<file path="config.mk">
export PLATFORM = sky130hd
export DESIGN_NAME = vsns_div
export DESIGN_NICKNAME = d
export VERILOG_FILES = /design/src/design/vsns_pkg.sv /design/src/design/vsns_div.sv
export SDC_FILE = /design/constraint.sdc
export NUM_CORES = 1
export LEC_CHECK = 0
export BUFFER_PORTS_ARGS = -buffer_cell sky130_fd_sc_hd__buf_2
export CAP_MARGIN = 20
export CELL_PAD_IN_SITES_DETAIL_PLACEMENT = 0
export CELL_PAD_IN_SITES_GLOBAL_PLACEMENT = 1
export CORE_MARGIN = 2
export CORE_UTILIZATION = 47
export CTS_BUF_LIST = sky130_fd_sc_hd__clkbuf_8
export CTS_CLUSTER_DIAMETER = 80
export DETAILED_ROUTE_END_ITERATION = 10
export PLACE_DENSITY = 0.86
export SYNTH_ARGS = -nofsm -noshare
export SYNTH_HDL_FRONTEND = slang
export SYNTH_SLANG_ARGS = --single-unit
</file>
<file path="constraint.sdc">
create_clock -name clk -period 5.8 [get_ports clk]
set_input_delay 1.16 -clock clk [delete_from_list [all_inputs] [get_ports clk]]
set_output_delay 1.16 -clock clk [all_outputs]
set_load 0.01 [all_outputs]
</file>
<file path="src/design/vsns_pkg.sv">
// Shared types and constants of the six-neighbor volume smoothing block.
package vsns_pkg;

  // Configuration port.
  localparam int CFG_W      = 7;
  localparam int CFG_ADDR_W = 2;

  localparam logic [CFG_ADDR_W-1:0] REG_GRID_WIDTH  = 2'd0;
  localparam logic [CFG_ADDR_W-1:0] REG_GRID_HEIGHT = 2'd1;
  localparam logic [CFG_ADDR_W-1:0] REG_GRID_DEPTH  = 2'd2;

  // Input word kinds.
  localparam logic CMD_SAMPLE = 1'b0;
  localparam logic CMD_FLUSH  = 1'b1;

  // The divisor is twice the neighbor count, at most twelve.
  localparam int DEN_W = 4;

  typedef struct packed {
    logic busy;
    logic done;
  } div_stat_t;

endpackage

</file>
<file path="src/design/vsns_div.sv">
// Sequential floor divider of a signed numerator by a small positive divisor.
module vsns_div #(
  parameter int NW = 21
) (
  input  logic                        clk,
  input  logic                        rst_n,
  input  logic                        start,
  input  logic signed [NW-1:0]        num,
  input  logic [vsns_pkg::DEN_W-1:0]  den,
  output logic signed [NW-1:0]        quot,
  output vsns_pkg::div_stat_t         stat
);
  import vsns_pkg::*;

  localparam int CW = $clog2(NW);

  logic              busy_r;
  logic              done_r;
  logic              neg_r;
  logic [NW-1:0]     quo_r;
  logic [DEN_W-1:0]  rem_r;
  logic [DEN_W-1:0]  den_r;
  logic [CW-1:0]     cnt_r;

  logic [NW-1:0]     mag;
  logic [DEN_W:0]    rem_sh;
  logic [DEN_W:0]    rem_sub;
  logic              fits;

  // A negative numerator is divided as a ceiling on its magnitude, which
  // turns the truncating quotient into a floor once the sign is put back.
  assign mag     = num[NW-1] ? (~num + NW'(den)) : num;
  assign rem_sh  = {rem_r, quo_r[NW-1]};
  assign fits    = rem_sh >= {1'b0, den_r};
  assign rem_sub = rem_sh - {1'b0, den_r};

  assign quot = neg_r ? (~quo_r + NW'(1)) : quo_r;
  assign stat = '{busy: busy_r, done: done_r};

  always_ff @(posedge clk) begin
    if (!rst_n) begin
      busy_r <= 1'b0;
      done_r <= 1'b0;
    end else begin
      done_r <= 1'b0;
      if (start) begin
        busy_r <= 1'b1;
      end else if (busy_r && cnt_r == '0) begin
        busy_r <= 1'b0;
        done_r <= 1'b1;
      end
    end
  end

  always_ff @(posedge clk) begin
    if (start) begin
      neg_r <= num[NW-1];
      quo_r <= mag;
      rem_r <= '0;
      den_r <= den;
      cnt_r <= CW'(NW - 1);
    end else if (busy_r) begin
      quo_r <= {quo_r[NW-2:0], fits};
      rem_r <= fits ? rem_sub[DEN_W-1:0] : rem_sh[DEN_W-1:0];
      cnt_r <= cnt_r - CW'(1);
    end
  end

endmodule

</file>
# Yosys cells after proc, flatten, opt, wreduce, memory -nomap -nowiden
# Cells that the tools add are included.
[word_totals]
regBits = 37
latchBits = 0
mem_bits_rw = 0
romBits = 0
in_bits = 28
out_inout_bits = 23
wordCells = 28
memories = 0
[op_classes]
addsub = 4
multipliers = 0
div = 0
magnitude_cmp = 1
n_eq_ne = 0
shifts = 0
n_mux = 8
bitwise = 3
n_reduce_logical = 5
[op_table]
columns = ["cell", "count"]
rows = [
  ["2-to-1 mux 21 bit", 4],
  ["NOT 21 bit", 2],
  ["adder 21 x 1 -> 21 bit (second input constant)", 1],
  ["adder 21 x 4 -> 21 bit", 1],
  [">= comparator 5 x 4 -> 1 bit", 1],
  ["zero test 5 bit", 1],
  ["subtractor 5 x 1 -> 5 bit (second input constant)", 1],
  ["2-to-1 mux 4 bit", 1],
  ["nonzero test 2 bit", 2],
  ["subtractor 4 bit", 1],
  ["2-to-1 mux 1 bit", 3],
  ["OR reduction 2 bit", 1],
  ["logical AND 1 bit", 1],
  ["NOT 1 bit", 1],
]

# Logic depth before layout (Yosys ltp)
# Gate-level depths: netlist of run 1.
[logic_depth]
word_depth = 4
mapped_depth = 7

# Worst setup path after synthesis of run 1
# Ideal clock, no wire load.
[synth_timing]
path_type = "flip-flop to output port"
start = "reg quo_r[6]"
end = "out quot[17]"
t_arrival_ns = 2.063
slack_ns = 2.577
stages_incl_launch_ff = 6
path_buffers = 1
cell_sequence = "edfxtp_1 -> or4_4 -> or4_4 -> buf_6 -> o41ai_4 -> xnor2_1"
[synth_between]
elab_chain_cells = 3
[synth_lines]
columns = ["element", "line_no", "rtl"]
rows = [
  ["start, declared", "vsns_div.sv:20", "logic [NW-1:0] quo_r;"],
  ["start signal, assigned", "vsns_div.sv:58", "quo_r <= mag;"],
  ["start signal, assigned", "vsns_div.sv:63", "quo_r <= {quo_r[NW-2:0], fits};"],
  ["NOT 21 bit", "vsns_div.sv:37", "assign quot = neg_r ? (~quo_r + NW'(1)) : quo_r;"],
  ["adder 21 x 1 -> 21 bit", "vsns_div.sv:37", ""],
  ["2-to-1 mux 21 bit", "vsns_div.sv:37", ""],
  ["end, declared", "vsns_div.sv:10", "output logic signed [NW-1:0] quot,"],
]
# Every way passes these cells.

# Final worst setup path of run 1
[layout_timing]
start = "reg quo_r[6]"
end = "out quot[16]"
# The elaborated chain is that of the path after synthesis.

==> results of run 1 <==
[per-layer routing]
metal	vias up	wire, um	global-route usage (%)	share of wire, %
met2	86	3060	31.6	44
met4	0	50	4.58	0.73
li1	1246	-	-	-
met3	4	432	2.78	6.3
met1	1163	3340	33.4	49
met5	-	0	0	0
[logic make-up after synthesis]
group / Yosys count
compound gates: 93
simple gates: 93
buf+inv: 41
flops: 37
xor+xnor: 30
fa+ha+maj: 12
mux: 2
[final cells by class]
type | count | area share [%]
well taps | 75 | 2.93
repair buffers | 52 | 8.29
inverters | 22 | 2.58
clock buffers | 5 | 2.15
flip-flops and latches | 37 | 31.3
multi-input cells | 230 | 51.3
clock inverters | 3 | 1.45
[path summary, 6_finish.rpt]
kind,start,to,slack (ps),cells past startpoint
hold / removal,rem_r[3],rem_r[3],470,2
setup reg to reg,busy_r,done_r,3830,4
setup / recovery,quo_r[6],quot[16],2100,5
hold reg to reg,rem_r[3],rem_r[3],470,2
[cells in the mapped netlist, drive strengths merged, types with 4 or more instances]
| cell type | count |
|---|---|
| edfxtp | 26 |
| nor2 | 23 |
| inv | 22 |
| xnor2 | 21 |
| nand2 | 17 |
| o21ai | 15 |
| a21oi | 14 |
| clkbuf | 13 |
| dfxtp | 11 |
| ha | 10 |
| o31ai | 10 |
| or3 | 10 |
| xor2 | 9 |
| nor3 | 8 |
| o41ai | 8 |
| a31oi | 6 |
| buf | 6 |
| o311ai | 6 |
| or4 | 6 |
| nand2b | 5 |
| o2111ai | 5 |
| and2 | 4 |
| o211ai | 4 |
| or2 | 4 |
[worst reg2reg max path, stage by stage (launching register included)]
cell     delay (ps)
dfxtp_1         600
inv_1           190
or4b_2          730
nor3_1          240
and2_1          160
[power groups by stage]
stage	clock, W	sequential, W	combinational [W]
after floorplan	0	0.000344	0.000163
after global placement	0	0.000359	0.000226
after detailed placement	0	0.000360	0.000229
after CTS	0.000231	0.000354	0.000230
after global routing	0.000242	0.000359	0.000260
final	0.000228	0.000355	0.000230
[cells in the final DEF (no fill, tap or decap), types with 4 or more instances in the layout]
master and instances:
xor2_1 9, nor2_1 23, or3_1 9, nor3_1 8
or4_1 4, edfxtp_1 26, a31oi_1 6, nand2_1 17
nand2b_1 5, and2_1 4, o311ai_0 6, o31ai_1 8
o2111ai_1 5, o41ai_1 7, a21oi_1 14, ha_1 10
inv_1 22, xnor2_1 21, buf_2 50, clkbuf_8 5
dfxtp_1 11, o211ai_1 4, o21ai_0 15
[stage by stage]
| stage | hold slack (ps) | total power [W] | worst slack (ps) | instances |
|---|---|---|---|---|
| floorplan | 433 | 0.000508 | 2580 | 308 |
| global placement | 445 | 0.000584 | 2410 | 416 |
| detailed placement | 453 | 0.000588 | 2390 | 416 |
| CTS | 466 | 0.000815 | 2100 | 424 |
| global route | 495 | 0.000861 | 1840 | 424 |
| finish | 466 | 0.000812 | 2100 | 424 |
[sequential cells by signal, summed over array words and instances (netlist names)]
signal,cells
cnt_r,5
rem_r,4
den_r,4
done_r,1
busy_r,1
neg_r,1
quo_r,21
==> flow_metrics.env, run 1 <==
export IMPL_status="finished, final reports clean"
export IMPL_synth_top_family_by_area="compound AO/OA/AOI/OAI gates"
export IMPL_async_flop_share_pct=0
export IMPL_grt_max_degree=53
export IMPL_synthXorXnorAreaFrac_pct=9.34
export IMPL_cts_resized_gates=0
export IMPL_power_switching_w=0.000263
export IMPL_critPathMaxStageDelay_ps=690
export IMPL_grt_overflow_total=0
export IMPL_peakVddDrop_mv=0.169
export IMPL_clock_skew_ps=5.10
export IMPL_synthSimpleGateAreaFrac_pct=17.7
export IMPL_synth_fp_nets=348
export IMPL_vias=2499
export IMPL_h_tree_depth=2
export IMPL_wl_per_cell_um=16.2
export IMPL_postRouteAntennaNets=0
export IMPL_synth_top_area_share_pct=27.7
export IMPL_yosys_top_cells_area="edfxtp_1 (28%), dfxtp_1 (7.8%), xnor2_1 (6.5%)"
export IMPL_critPathLaunchType="flop"
export IMPL_seqPwrFrac_pct=43.6
export IMPL_syn_avg_cell_area_um2=9.14
export IMPL_min_path_type="reg -> reg"
export IMPL_postCtsHoldBufs=0
export IMPL_drive_gt1_share_pct=20.3
export IMPL_gp_congestion=0.921
export IMPL_p_sw_share_pct=32.4
export IMPL_finalInstanceArea_mm2=0.00320
export IMPL_finalSetupTns_ps=0
export IMPL_yosysWarnings=0
export IMPL_drv_slew=0
export IMPL_p_leak_nw=1.24
export IMPL_max_cap_viol_count=0
export IMPL_max_freq_mhz=270
export IMPL_critPathMaxFanout=6
export IMPL_drc=0
export IMPL_fin_crit_ps=3700
export IMPL_intPower_w=0.000549
export IMPL_synthCells=308
export IMPL_antenna_found_initial=0
export IMPL_grt_pass1_wl_mm=11.0
export IMPL_worstPathRequired_ps=4640
export IMPL_synthToLayoutAreaGrowth_pct=13.7
export IMPL_synthesis_area_mm2=0.00281
export IMPL_fin_nets=388
export IMPL_clockBufferDepth=2
export IMPL_portBuffers=50
export IMPL_cp_slowest_cell="nor4_1"
export IMPL_synth_adder_area_share_pct=5.87
export IMPL_clock_power_share_pct=28.0
export IMPL_n_fill_cell=536
export IMPL_cts_inserted_buffers=5
export IMPL_multi_input_area_mm2=0.00164
export IMPL_diodes=0
export IMPL_synth_edff_count=26
export IMPL_synth_area_leader_cell="edfxtp_1"
export IMPL_endpoint_kind="output pin"
export IMPL_dieArea_mm2=0.00662
export IMPL_setup_viol_count_final=0
export IMPL_power_density_mw_per_mm2=254
export IMPL_insertion_delay_ps=290
export IMPL_start_util_pct=48.1
export IMPL_track_usage_pct=21.5
export IMPL_ios=51
export IMPL_regArea_mm2=0.00100
export IMPL_path_cells="or4_4 > nor4_1 > a31oi_1 > xnor2_1 > buf_2"
export IMPL_hpwlAfterDp_mm=5.06
export IMPL_cp_arrival_ps=2540
export IMPL_worst_pin_slew_ps=1020
export IMPL_crit_buf_inv=1
export IMPL_critical_path_top_delay_family="simple AND/OR/NAND/NOR gates"
export IMPL_dpl_cell_area_mm2=0.00308
export IMPL_postCtsSetupRepairBufs=0
export IMPL_clock_sinks=37
export IMPL_yosysSeqAreaShare_pct=35.6
export IMPL_cts_tree="done"
export IMPL_post_route_util_pct=54.7
export IMPL_grt_pass1_vias=2205
export IMPL_dieHeight_um=81.4
export IMPL_synth_compound_area_share_pct=24.7
export IMPL_p_comb_share_pct=28.3
export IMPL_ys_ff_latch=37
export IMPL_synth_distinct_cells=56
export IMPL_core_area_mm2=0.00585
export IMPL_path_clk_slew_ps=80
export IMPL_rows=28
export IMPL_rsz0062_at_grt="no"
export IMPL_drtIter0Drc=180
export IMPL_synthFlopType="edfxtp_1"
export IMPL_crit_type="reg -> out"
export IMPL_routed_via_density=5.89
export IMPL_dieWidth_um=81.4
export IMPL_slew_headroom_pct=31.9
export IMPL_synth_mux_area_share_pct=0.711
export IMPL_first_pass_iters=5
export IMPL_routed_wl_mm=6.88
export IMPL_cts_root_buf="clkbuf_8"
export IMPL_hold_viol_final=0
export IMPL_fin_crit_sh_pct=63.8
No activity file was read; power rests on OpenSTA's default activity.
==> inputs of run 2 (changes only) <==
- CORE_UTILIZATION: 47 -> 44
- PLACE_DENSITY: 0.86 -> 0.82
- clock period: 5.8 -> 3.6 ns (I/O delays scaled with it)
==> run 2 against run 1 <==
  * Clock skew grew 4.4 ps
  * Sequential share of layout area decreased by 0.085 points
  * Clock power is 54% higher
  * Largest power group unchanged
  * Highest routed layer unchanged
==> flow_metrics.env, run 2 (synthesized netlist as in run 1, its figures left out) <==
export IMPL_status="finished, final reports clean"
export IMPL_fin_nets=390
export IMPL_p_leak_nw=1.25
export IMPL_power_density_mw_per_mm2=403
export IMPL_grt_pass1_vias=2385
export IMPL_gp_congestion=0.866
export IMPL_drive_gt1_share_pct=20.2
export IMPL_worstPathRequired_ps=2880
export IMPL_clockBufferDepth=2
export IMPL_path_cells="or4_4 > or4_4 > o41ai_4 > xnor2_1 > buf_2"
export IMPL_cp_arrival_ps=2470
export IMPL_hold_depth=2
export IMPL_n_fill_cell=593
export IMPL_track_usage_pct=20.8
export IMPL_vias=2501
export IMPL_rsz0062_at_grt="no"
export IMPL_cp_slowest_cell="or4_4"
export IMPL_max_freq_mhz=313
export IMPL_cts_resized_gates=0
export IMPL_power_w=0.00129
export IMPL_rows=29
export IMPL_peakVddDrop_mv=0.181
export IMPL_clock_sinks=37
export IMPL_ios=51
export IMPL_h_tree_depth=2
export IMPL_drtIter0Drc=206
export IMPL_dieHeight_um=84.0
export IMPL_finalSetupTns_ps=0
export IMPL_fin_cells=428
export IMPL_cts_root_buf="clkbuf_8"
export IMPL_cts_inserted_buffers=5
export IMPL_synthToLayoutAreaGrowth_pct=14.0
export IMPL_postCtsHoldBufs=0
export IMPL_finalInstanceArea_mm2=0.00321
export IMPL_routed_via_density=5.84
export IMPL_antenna_found_initial=0
export IMPL_min_path_type="reg -> reg"
export IMPL_portBuffers=50
export IMPL_critPathMaxStageDelay_ps=580
export IMPL_setup_viol_count_final=0
export IMPL_postCtsSetupRepairBufs=0
export IMPL_ff2ff_path_depth=3
export IMPL_drc=0
export IMPL_grt_overflow_total=0
export IMPL_max_cap_viol_count=0
export IMPL_diodes=0
export IMPL_insertion_delay_ps=290
export IMPL_hpwlAfterDp_mm=5.19
export IMPL_critPathMaxFanout=6
export IMPL_drv_slew=0
export IMPL_routed_wl_mm=6.99
export IMPL_fin_crit_ps=3190
export IMPL_start_util_pct=44.8
export IMPL_dieArea_mm2=0.00705
export IMPL_grt_max_degree=39
export IMPL_hold_viol_final=0
export IMPL_critPathLaunchType="flop"
export IMPL_final_common_cell="buf_2"
export IMPL_regArea_mm2=0.00100
export IMPL_multi_input_area_mm2=0.00164
export IMPL_first_pass_iters=5
export IMPL_fin_crit_sh_pct=88.7
export IMPL_clock_skew_ps=9.51
export IMPL_grt_pass1_wl_mm=11.8
export IMPL_crit_top_cell="or4_4"
export IMPL_largest_register_ffs=21
export IMPL_top_register="quo_r"
export IMPL_dpl_cell_area_mm2=0.00310
export IMPL_crit_type="reg -> out"
export IMPL_endpoint_kind="output pin"
export IMPL_postRouteAntennaNets=0
export IMPL_largestRegisters="quo_r (21), cnt_r (5)"
export IMPL_worst_pin_slew_ps=1080
export IMPL_core_area_mm2=0.00628
export IMPL_final_cell_mix="buf_2 (50), edfxtp_1 (26), inv_1 (23), nor2_1 (23), xnor2_1 (21)"
export IMPL_dieWidth_um=84.0
export IMPL_slew_headroom_pct=27.8
export IMPL_wl_per_cell_um=16.3
export IMPL_path_clk_slew_ps=80
export IMPL_cts_tree="done"
export IMPL_place_inst=420
==> run 2: cell types whose count changed in the layout (fill, tap and decap cells not counted), sizes merged <==
cell / change
clkinvlp: -1
buf: +2
inv: +1
==> run 2: metal layers <==
| layer | wire length, um | up-vias | global-route usage, % | part of all wire (%) |
|---|---|---|---|---|
| met4 | 111 | 0 | 7.33 | 1.6 |
| met5 | 0 | - | 0 | 0 |
| met1 | 3420 | 1154 | 31.2 | 49 |
| li1 | - | 1250 | - | - |
| met3 | 518 | 8 | 3.46 | 7.4 |
| met2 | 2940 | 89 | 30.0 | 42 |
==> run 2: layout make-up <==
cell class                      instances  area share (%)
Clock buffer                            5            2.15
Clock inverter                          3            1.17
Inverter                               22            2.58
Multi-Input combinational cell        230            51.2
Sequential cell                        37            31.2
Tap cell                               77            3.00
Timing Repair Buffer                   54            8.74
==> run 2: critical path: cells and delay by family, from the launching register on <==
family | cells | cell delay (ps)
simple gates | 2 | 1140
flops | 1 | 440
compound gates | 1 | 310
xor+xnor | 1 | 140
buf+inv | 1 | 140
==> run 2: path summary, 6_finish.rpt <==
path	slack, ps	start	endpoint
setup / recovery	410	quo_r[6]	quot[17]
hold / removal	480	rem_r[3]	rem_r[3]
setup reg to reg	1600	busy_r	rem_r[3]
hold reg to reg	480	rem_r[3]	rem_r[3]
==> run 2: power by group <==
group / switching, W / leakage [nW] / internal [W]
Combinational: 0.000206 / 0.844 / 0.000166
Clock: 0.000149 / 0.0570 / 0.000202
Sequential: 0.0000576 / 0.351 / 0.000512
Total: 0.000413 / 1.25 / 0.000880
==> run 2: metrics by stage <==
step	setup WS, ps	utilization (%)	hold WS (ps)
global route	318	51.1	502
finish	407	51.1	480
CTS	388	51.1	478
detailed placement	623	49.4	467
floorplan	817	-	433
global placement	743	49.4	450
